==> src/sv/assert_macros.svh <==
// ---------------------------------------------------------------------------
// Assertion macros
// Clocked assertion helpers shared by the RTL, removable with NO_ASSERTIONS.
// ---------------------------------------------------------------------------
`ifndef ASSERT_MACROS_SVH
`define ASSERT_MACROS_SVH

`ifndef NO_ASSERTIONS

// Property must hold at every clock edge outside reset.
`define ASSERT_CLK(lbl, clk, rst_n, prop) \
  lbl: assert property (@(posedge clk) disable iff (!rst_n) (prop)) \
    else $error("assertion failed");

// Condition must never be true at a clock edge outside reset.
`define ASSERT_NEVER(lbl, clk, rst_n, cond) \
  lbl: assert property (@(posedge clk) disable iff (!rst_n) !(cond)) \
    else $error("forbidden condition seen");

`else

`define ASSERT_CLK(lbl, clk, rst_n, prop)
`define ASSERT_NEVER(lbl, clk, rst_n, cond)

`endif

`endif

==> src/sv/bdpc_pkg.sv <==
// ---------------------------------------------------------------------------
// bdpc_pkg
// Types and constants of the button debounce and press classifier.
// ---------------------------------------------------------------------------
package bdpc_pkg;

  localparam int unsigned TimeW     = 32;
  localparam int unsigned DebounceW = 10;
  localparam int unsigned HoldW     = 16;
  localparam int unsigned CfgDataW  = 16;
  localparam int unsigned CfgIdxW   = 2;

  localparam logic [CfgIdxW-1:0] CFG_DEBOUNCE = 2'd0;
  localparam logic [CfgIdxW-1:0] CFG_LONG     = 2'd1;
  localparam logic [CfgIdxW-1:0] CFG_HOME     = 2'd2;

  localparam logic [DebounceW-1:0] DEBOUNCE_RESET = 10'd35;
  localparam logic [HoldW-1:0]     LONG_RESET     = 16'd700;
  localparam logic [HoldW-1:0]     HOME_RESET     = 16'd2000;

  typedef struct packed {
    logic [TimeW-1:0] now_ms;
    logic             raw_pressed;
  } in_item_t;

  typedef struct packed {
    logic short_press;
    logic long_press;
    logic home_press;
    logic activity;
    logic stable_level;
  } out_item_t;

  typedef struct packed {
    logic [DebounceW-1:0] debounce_ms;
    logic [HoldW-1:0]     long_press_ms;
    logic [HoldW-1:0]     home_press_ms;
  } cfg_t;

  typedef struct packed {
    logic             last_raw_level;
    logic             stable_pressed;
    logic             long_done;
    logic             home_done;
    logic [TimeW-1:0] last_change_time;
    logic [TimeW-1:0] press_start_time;
  } state_t;

endpackage

==> src/sv/bdpc_step.sv <==
// ---------------------------------------------------------------------------
// bdpc_step
// One poll of the debounce and press classification, purely combinational.
// ---------------------------------------------------------------------------
module bdpc_step (
  input  bdpc_pkg::cfg_t     cfg,
  input  bdpc_pkg::state_t   st,
  input  bdpc_pkg::in_item_t item,
  output bdpc_pkg::state_t   st_nxt,
  output bdpc_pkg::out_item_t res
);
  import bdpc_pkg::*;

  always_comb begin
    logic [TimeW-1:0] held;
    logic [TimeW-1:0] since_change;
    st_nxt = st;
    res    = '0;

    if (item.raw_pressed != st.last_raw_level) begin
      st_nxt.last_raw_level   = item.raw_pressed;
      st_nxt.last_change_time = item.now_ms;
    end

    // Hold time while stably pressed; long and home fire at most once each.
    held = item.now_ms - st.press_start_time;
    if (item.raw_pressed && st.stable_pressed) begin
      if (!st.long_done && held >= {{(TimeW-HoldW){1'b0}}, cfg.long_press_ms}) begin
        st_nxt.long_done = 1'b1;
        res.long_press   = 1'b1;
      end else if (st.long_done && !st.home_done &&
                   held >= {{(TimeW-HoldW){1'b0}}, cfg.home_press_ms}) begin
        st_nxt.home_done = 1'b1;
        res.home_press   = 1'b1;
      end
    end

    // The raw level is accepted once it has held for the debounce time.
    since_change = item.now_ms - st_nxt.last_change_time;
    if (since_change >= {{(TimeW-DebounceW){1'b0}}, cfg.debounce_ms} &&
        item.raw_pressed != st.stable_pressed) begin
      st_nxt.stable_pressed = item.raw_pressed;
      if (item.raw_pressed) begin
        res.activity            = 1'b1;
        st_nxt.press_start_time = item.now_ms;
      end else begin
        st_nxt.press_start_time = '0;
        res.short_press         = !st.long_done;
      end
      st_nxt.long_done = 1'b0;
      st_nxt.home_done = 1'b0;
    end

    res.stable_level = st_nxt.stable_pressed;
  end

endmodule

==> src/sv/button_debounce_press_classifier.sv <==
// ---------------------------------------------------------------------------
// button_debounce_press_classifier
// Debounces polled button samples and classifies short, long and home presses.
// ---------------------------------------------------------------------------
//
//   Channel  Handshake           Payload              Direction
//   in       in_valid/in_stall   in_item (poll)       into block
//   out      out_valid/out_stall out_item (events)    out of block
//   cfg      cfg_we              cfg_index/cfg_wdata  into block
//
// Every poll gives exactly one result. The poll sits in the input register
// while the classification runs, and the result is written to the output
// register as the poll leaves the input register. A new poll can be taken in
// every cycle unless a stall on the output holds it up. Reset is synchronous
// and restores the default thresholds and a released button. A stall on the
// output holds the output register and, once the input register is also
// full, stalls the input.
//
`include "assert_macros.svh"

module button_debounce_press_classifier (
  input  logic                                clk,
  input  logic                                rst_n,
  input  logic                                in_valid,
  output logic                                in_stall,
  input  bdpc_pkg::in_item_t                  in_item,
  output logic                                out_valid,
  input  logic                                out_stall,
  output bdpc_pkg::out_item_t                 out_item,
  input  logic                                cfg_we,
  input  logic [bdpc_pkg::CfgIdxW-1:0]        cfg_index,
  input  logic [bdpc_pkg::CfgDataW-1:0]       cfg_wdata
);
  import bdpc_pkg::*;

  // Input register stage.
  logic      a_valid_r;
  in_item_t  a_item_r;

  // Output register stage.
  logic      out_valid_r;
  out_item_t out_item_r;

  // Configuration and classification state.
  cfg_t      cfg_r, cfg_nxt;
  state_t    st_r;
  state_t    st_nxt;
  out_item_t res;

  logic      out_free;
  logic      xfer;

  // Event pulses of the pending result, short press in the top bit.
  logic [3:0] out_pulses;
  logic       out_level_bad;

  // The output register can take a result when it is empty or being read.
  assign out_free = !out_valid_r || !out_stall;
  // A poll moves from the input register through the classifier.
  assign xfer     = a_valid_r && out_free;
  // The input register accepts when it is empty or emptying this cycle.
  assign in_stall = a_valid_r && !out_free;

  assign out_valid = out_valid_r;
  assign out_item  = out_item_r;

  bdpc_step u_step (
    .cfg    (cfg_r),
    .st     (st_r),
    .item   (a_item_r),
    .st_nxt (st_nxt),
    .res    (res)
  );

  // Register write decode; unknown indexes are ignored.
  always_comb begin
    cfg_nxt = cfg_r;
    if (cfg_we) begin
      unique case (cfg_index)
        CFG_DEBOUNCE: cfg_nxt.debounce_ms   = cfg_wdata[DebounceW-1:0];
        CFG_LONG:     cfg_nxt.long_press_ms = cfg_wdata[HoldW-1:0];
        CFG_HOME:     cfg_nxt.home_press_ms = cfg_wdata[HoldW-1:0];
        default:      cfg_nxt = cfg_r;
      endcase
    end
  end

  always_ff @(posedge clk) begin
    if (!rst_n) begin
      a_valid_r   <= 1'b0;
      out_valid_r <= 1'b0;
      cfg_r       <= '{debounce_ms:   DEBOUNCE_RESET,
                       long_press_ms: LONG_RESET,
                       home_press_ms: HOME_RESET};
      st_r        <= '0;
    end else begin
      cfg_r <= cfg_nxt;
      if (in_valid && !in_stall) begin
        a_valid_r <= 1'b1;
      end else if (xfer) begin
        a_valid_r <= 1'b0;
      end
      if (xfer) begin
        out_valid_r <= 1'b1;
        st_r        <= st_nxt;
      end else if (!out_stall) begin
        out_valid_r <= 1'b0;
      end
    end
  end

  // Payload registers carry no reset.
  always_ff @(posedge clk) begin
    if (in_valid && !in_stall) begin
      a_item_r <= in_item;
    end
    if (xfer) begin
      out_item_r <= res;
    end
  end

  assign out_pulses = {out_item_r.short_press, out_item_r.long_press,
                       out_item_r.home_press, out_item_r.activity};
  // A short press needs a released level; the other events a pressed one.
  assign out_level_bad = out_item_r.stable_level ? out_pulses[3] : |out_pulses[2:0];

  // At most one event pulse per poll.
  `ASSERT_CLK(a_one_event, clk, rst_n, out_valid_r |-> $countones(out_pulses) <= 1)
  // Press events come with a pressed level, a short press with a released one.
  `ASSERT_NEVER(a_level_events, clk, rst_n, out_valid_r && out_level_bad)
  // The pending result always reflects the current debounced level.
  `ASSERT_CLK(a_level_state, clk, rst_n, out_valid_r |-> out_item_r.stable_level == st_r.stable_pressed)
  // A home pulse only ever follows a long press in the same hold.
  `ASSERT_CLK(a_home_after_long, clk, rst_n, (out_valid_r && out_pulses[1]) |-> st_r.long_done)

endmodule

==> config.mk <==
export PLATFORM = sky130hd
export DESIGN_NAME = button_debounce_press_classifier
export DESIGN_NICKNAME = d
export VERILOG_FILES = /design/src/sv/bdpc_pkg.sv /design/src/sv/bdpc_step.sv /design/src/sv/button_debounce_press_classifier.sv
export VERILOG_INCLUDE_DIRS = /design/src /design/src/sv
export SDC_FILE = /design/constraint.sdc
export NUM_CORES = 1
export LEC_CHECK = 0
export ABC_AREA = 1
export BUFFER_PORTS_ARGS = -buffer_cell sky130_fd_sc_hd__buf_2
export CORE_UTILIZATION = 25
export DETAILED_ROUTE_END_ITERATION = 6
export PLACE_DENSITY = 0.41
export SLEW_MARGIN = 15
export SYNTH_ARGS = -nofsm -noshare
export SYNTH_HDL_FRONTEND = slang
export SYNTH_SLANG_ARGS = --single-unit
==> constraint.sdc <==
create_clock -name clk -period 6.5 [get_ports clk]
set_input_delay 0 -clock clk [delete_from_list [all_inputs] [get_ports clk]]
set_output_delay 0 -clock clk [all_outputs]
set_load 0.01 [all_outputs]
==> results.sh, run 1 <==
export IMPL_status="completed"
export IMPL_finalMaxSlewViolations=0
export IMPL_grt_pass1_wl_mm=55.8
export IMPL_htreeDepth=4
export IMPL_ys_async_sr_fraction_pct=0
export IMPL_row_count=76
export IMPL_cts_tree="done"
export IMPL_viasPerCell=4.59
export IMPL_cpMostUsedCell="nand2_1"
export IMPL_cts_sinks=150
export IMPL_diodes=0
export IMPL_crit_arrival_ns=5.42
export IMPL_worstMarginPinSlew_ns=0.707
export IMPL_die_w_um=212
export IMPL_multiInputGateArea_um2=6410
export IMPL_hold_class="in2reg"
export IMPL_routedWlPerCell_um=15.3
export IMPL_syn_cell_area_um2=11000
export IMPL_start_util_pct=25.5
export IMPL_cts_resized=0
export IMPL_grt_max_degree=66
export IMPL_clock_path_buffers=2
export IMPL_fin_crit_ns=5.05
export IMPL_nets=1844
export IMPL_clkLatencyLatePin_ns=0.44
export IMPL_cp_top_family="simple AND/OR/NAND/NOR gates"
export IMPL_antenna_found_initial=0
export IMPL_drc=0
export IMPL_layout_common_cells="nand2_1, inv_1, a21oi_1, o21ai_0, dfxtp_1"
export IMPL_grt_overflow_total=0
export IMPL_ys_seq_area_share_pct=30.7
export IMPL_crit_buf_inv=2
export IMPL_ff_latch_area_um2=3380
export IMPL_power_leakage_nw=5.74
export IMPL_crit_fanout=36
export IMPL_yosysUniqueCellTypes=39
export IMPL_clkTransAtPathRegs_ns=0.07
export IMPL_whs_ns=0.0200
export IMPL_worstSetupStartpointType="flop"
export IMPL_timing_fmax_ghz=0.198
export IMPL_ioPinCount=63
export IMPL_rsz0062_at_grt="no"
export IMPL_first_global_vias=10258
export IMPL_ys_flop_type="dfxtp_1"
export IMPL_drive_gt1_share_pct=10.1
export IMPL_power_mw=2.92
export IMPL_period_share_pct=77.7
export IMPL_ant_nets=0
export IMPL_ctsRootBufferMaster="clkbuf_16"
export IMPL_first_pass_iters=5
export IMPL_hpwl_mm=27.8
export IMPL_numCtsBuffers=17
export IMPL_synth_edf_count=38
export IMPL_syn2layout_area_growth_pct=18.3
export IMPL_fin_setup_tns_ns=0
export IMPL_die_y_um=212
export IMPL_drv_cap=0
export IMPL_synth_fp_nets=1744
export IMPL_worstSetupPathType="reg2reg"
export IMPL_critPathRequiredTime_ns=6.87
export IMPL_syn_inst=1592
export IMPL_setup_viol=0
export IMPL_numPortBuffers=62
export IMPL_synth_seq_cells=150
export IMPL_cellPowerDensity_nw_per_um2=224
export IMPL_core_area_um2=43300
export IMPL_yosys_warnings=0
export IMPL_critical_path_max_stage_delay_ns=0.52
export IMPL_place_congestion=0.947
export IMPL_die_area_um2=44900
export IMPL_fin_skew_ns=0.0171
export IMPL_slowest_stage="nand3_4"
export IMPL_hold_viol=0
export IMPL_setup_worst_path_end_class="flop"
export IMPL_vdd_drop_max_mv=0.161
export IMPL_dr_first_iter_drc_count=680
export IMPL_final_common_cell="nand2_1"
export IMPL_synth_avg_cell_area_um2=6.92
export IMPL_grt_use_total_pct=16.2
export IMPL_fin_area_um2=13000
export IMPL_slew_headroom_pct=52.8
export IMPL_dpl_instance_area_um2=11900
export IMPL_fillCellCount=4799
export IMPL_vias=10507
export IMPL_finalWirelength_mm=35.1
-- per-stage QoR --
stage          setup slack, ns  instances  utilization [%]
2_1_floorplan             2.41       1592                -
3_3_place_gp              1.52       2202             27.5
3_5_place_dp              1.40       2202             27.5
4_1_cts                   1.40       2290             30.1
5_1_grt                  0.835       2290             30.1
6_report                  1.45       2290             30.1
-- cell type report --
cell class | count | area share, %
Clock inverter | 13 | 0.922
Timing Repair Buffer | 128 | 7.26
Clock buffer | 19 | 3.32
Tap cell | 585 | 5.62
Inverter | 267 | 7.69
Multi-Input combinational cell | 1128 | 49.2
Sequential cell | 150 | 26.0
-- synthesized netlist by cell type, types with 2 or more instances --
cell       number  area share (%)
inv_2           9            0.31
xor2_1         27             2.1
a31oi_1         3            0.17
buf_6           4            0.41
nand3_4         2            0.32
nand3_1        64             2.9
o21a_1          5            0.34
dfxtp_1       112              20
a211oi_1        7            0.48
nand2_1       328              11
clkbuf_1       38             1.3
nor4_1          3            0.17
ha_1           95              11
o211ai_1       27             1.8
nor2_1        106             3.6
o2111ai_1       2            0.16
nor3_1         21            0.95
nor2_2         13            0.74
a21oi_2        11            0.87
nand3b_1        8            0.55
a21boi_0        3            0.20
nand4_1        53             3.0
o21ai_1         3            0.14
nand3_2         9            0.82
o21bai_1        4            0.27
xnor2_1        12            0.95
nand2_2        20             1.1
inv_1         258             8.8
edfxtp_1       38              10
nor3_2          3            0.27
buf_2           4            0.18
a21oi_1       166             7.5
a21o_1         12            0.82
o21ai_0       117             5.3
-- logic make-up (layout without fill, tap and decap cells) --
kind of cell	Yosys count	after routing	share of synthesized area (%)
adder cells (fa/ha/maj)	96	96	11.0
flip-flops	150	150	30.7
XOR/XNOR	39	39	3.10
AND/OR/NAND/NOR	631	631	25.7
buffers and inverters	314	427	11.1
AO/OA/AOI/OAI	362	362	18.3
-- worst register-to-register path, delay by kind of cell (launching register included) --
| family | cells | cell delay [ns] |
|---|---|---|
| fa+ha+maj | 3 | 0.65 |
| simple gates | 19 | 2.72 |
| xor+xnor | 1 | 0.21 |
| buf+inv | 2 | 0.12 |
| flops | 1 | 0.47 |
| compound gates | 4 | 0.79 |
-- report_power, final --
group          total (mW)  internal, mW  switching, mW
Sequential           1.05          1.01         0.0432
Clock               0.971         0.531          0.440
Combinational       0.893         0.322          0.571
Total                2.92          1.86           1.05
-- layer usage --
metal | GRT usage, % | up-vias | share of wire (%)
li1 | - | 5492 | -
met1 | 21.3 | 4829 | 48
met2 | 27.3 | 150 | 47
met3 | 2.12 | 36 | 2.5
met4 | 5.17 | 0 | 2.1
met5 | 0 | - | 0
-- path summary, 6_finish.rpt --
| kind | from | endpoint | slack, ns | depth (start not counted) |
|---|---|---|---|---|
| max | a_item_r[0]$_DFFE_PP_ | st_r[18]$_SDFFE_PN0P_ | 1.45 | 29 |
| min | cfg_we | cfg_r[37]$_SDFFE_PN1P_ | 0.02 | 4 |
| max reg2reg | a_item_r[0]$_DFFE_PP_ | st_r[18]$_SDFFE_PN0P_ | 1.45 | 29 |
| min reg2reg | st_r[11]$_SDFFE_PN0P_ | st_r[11]$_SDFFE_PN0P_ | 0.46 | 2 |
-- repair_timing --
item                       4_1_cts  5_1_grt
buffers inserted                 0        0
setup endpoints to repair        0        0
hold buffers                    56        0
hold endpoints to repair        77        0
-- registers in the layout (all words and copies together), names as in the netlist --
signal     flops
out_item       5
st_r          68
a_valid_r      1
a_item_r      33
cfg_r         42
out_valid      1
No activity file was read; power rests on OpenSTA's default activity.
==> inputs of run 2 (changes only) <==
Settings changed: PLACE_DENSITY 0.41 to 0.43.
Clock period 6.5 ns to 4.1 ns, I/O delays scaled along.
==> results.sh, run 2 (synthesis gave the netlist of run 1 again) <==
export IMPL_fin_area_um2=13900
export IMPL_drive_gt1_share_pct=15.8
export IMPL_die_w_um=212
export IMPL_setup_worst_path_end_class="flop"
export IMPL_status="completed"
export IMPL_nets=1910
export IMPL_drv_cap=0
export IMPL_setup_viol=0
export IMPL_vdd_drop_max_mv=0.272
export IMPL_rsz0062_at_grt="yes"
export IMPL_vias=10737
export IMPL_dpl_instance_area_um2=12300
export IMPL_grt_pass1_wl_mm=56.0
export IMPL_fillCellCount=4753
export IMPL_hpwl_mm=27.8
export IMPL_ant_nets=0
export IMPL_core_area_um2=43300
export IMPL_crit_fanout=6
export IMPL_clkLatencyLatePin_ns=0.45
export IMPL_power_leakage_nw=6.18
export IMPL_reg_largest_list="st_r (68), cfg_r (42), a_item_r (33)"
export IMPL_die_area_um2=44900
export IMPL_viasPerCell=4.56
export IMPL_worstSetupStartpointType="flop"
export IMPL_row_count=76
export IMPL_cts_sinks=150
export IMPL_htreeDepth=4
export IMPL_period_share_pct=95.2
export IMPL_slew_headroom_pct=51.5
export IMPL_drc=0
export IMPL_fin_crit_ns=3.90
export IMPL_critPathRequiredTime_ns=4.47
export IMPL_start_util_pct=25.5
export IMPL_numCtsBuffers=17
export IMPL_grt_use_total_pct=16.2
export IMPL_numPortBuffers=62
export IMPL_syn2layout_area_growth_pct=26.6
export IMPL_antenna_found_initial=0
export IMPL_dp_cells=2249
export IMPL_cpMostUsedCell="nand2_1"
export IMPL_finalWirelength_mm=35.8
export IMPL_stdcell_count=2356
export IMPL_timing_fmax_ghz=0.256
export IMPL_layout_common_cells="nand2_1, inv_1, a21oi_1, o21ai_0, dfxtp_1"
export IMPL_regMostFlops="st_r"
export IMPL_hold_class="in2reg"
export IMPL_fin_skew_ns=0.0147
export IMPL_clkTransAtPathRegs_ns=0.07
export IMPL_clock_path_buffers=2
export IMPL_grt_overflow_total=0
export IMPL_final_common_cell="nand2_1"
export IMPL_dr_first_iter_drc_count=524
export IMPL_slowest_stage="edfxtp_1"
export IMPL_first_pass_iters=5
export IMPL_worstMarginPinSlew_ns=0.718
export IMPL_crit_arrival_ns=4.27
export IMPL_grt_max_degree=66
export IMPL_finalMaxSlewViolations=0
export IMPL_cts_tree="done"
export IMPL_ctsRootBufferMaster="clkbuf_16"
export IMPL_hold_viol=0
export IMPL_first_global_vias=10327
export IMPL_fin_setup_tns_ns=0
export IMPL_ioPinCount=63
export IMPL_worstSetupPathType="reg2reg"
export IMPL_diodes=0
export IMPL_largest_register_ffs=68
export IMPL_routedWlPerCell_um=15.2
export IMPL_critical_path_max_stage_delay_ns=0.44
export IMPL_cellPowerDensity_nw_per_um2=351
export IMPL_place_congestion=0.905
export IMPL_die_y_um=212
==> run 2: where the power goes <==
group,internal (mW),switching [mW],leakage (nW)
clock network,0.924,0.700,0.285
registers,1.60,0.0670,1.29
logic,0.645,0.963,4.61
total,3.17,1.73,6.18
==> run 2: area by class of cell <==
| cell class | instances | area [µm²] | share of cell area (%) |
|---|---|---|---|
| clock inverters | 12 | 146 | 1.05 |
| flip-flops and latches | 150 | 3380 | 24.3 |
| clock buffers | 20 | 447 | 3.20 |
| well taps | 585 | 732 | 5.25 |
| inverters | 267 | 1000 | 7.19 |
| multi-input cells | 1128 | 6640 | 47.6 |
| repair buffers | 194 | 1590 | 11.4 |
==> run 2: stage by stage <==
step                      util [%]  total power, mW  hold slack [ns]  worst slack [ns]
after floorplan                  -             2.69           0.0989            0.0136
after global placement        28.4             3.16            0.179             0.154
after detailed placement      28.4             3.17            0.178             0.115
after CTS                     31.2             4.85            0.164             0.100
after global routing          32.2             5.24            0.217           -0.0555
final                         32.2             4.90            0.169             0.198
==> run 2: what timing repair did <==
action,in CTS,in global routing
endpoints found under the setup margin,0,40
hold buffers,58,0
resized for setup,0,63
endpoints found under the hold margin,77,0
setup buffers,0,12
==> run 2: worst paths after layout <==
| path | end | slack (ns) | depth (start not counted) | start |
|---|---|---|---|---|
| max | st_r[18]$_SDFFE_PN0P_ | 0.20 | 32 | a_item_r[0]$_DFFE_PP_ |
| min | cfg_r[32]$_SDFFE_PN1P_ | 0.17 | 3 | rst_n |
| max reg2reg | st_r[18]$_SDFFE_PN0P_ | 0.20 | 32 | a_item_r[0]$_DFFE_PP_ |
| min reg2reg | st_r[64]$_SDFFE_PN0P_ | 0.46 | 2 | st_r[64]$_SDFFE_PN0P_ |
==> run 2: metal layers <==
metal	GRT usage, %	vias to the layer above	part of all wire (%)	routed length (µm)
met3	2.11	34	2.2	802
met2	27.3	116	48	17200
met1	21.4	4967	48	17100
met5	0	-	0	0
met4	4.95	0	1.9	671
li1	-	5620	-	-
==> run 2: worst max-delay path, delay by kind of cell (launching register included) <==
| family | cells | cell delay [ns] |
|---|---|---|
| flops | 1 | 0.44 |
| xor+xnor | 1 | 0.16 |
| simple gates | 21 | 1.80 |
| fa+ha+maj | 2 | 0.42 |
| buf+inv | 5 | 0.52 |
| compound gates | 3 | 0.46 |
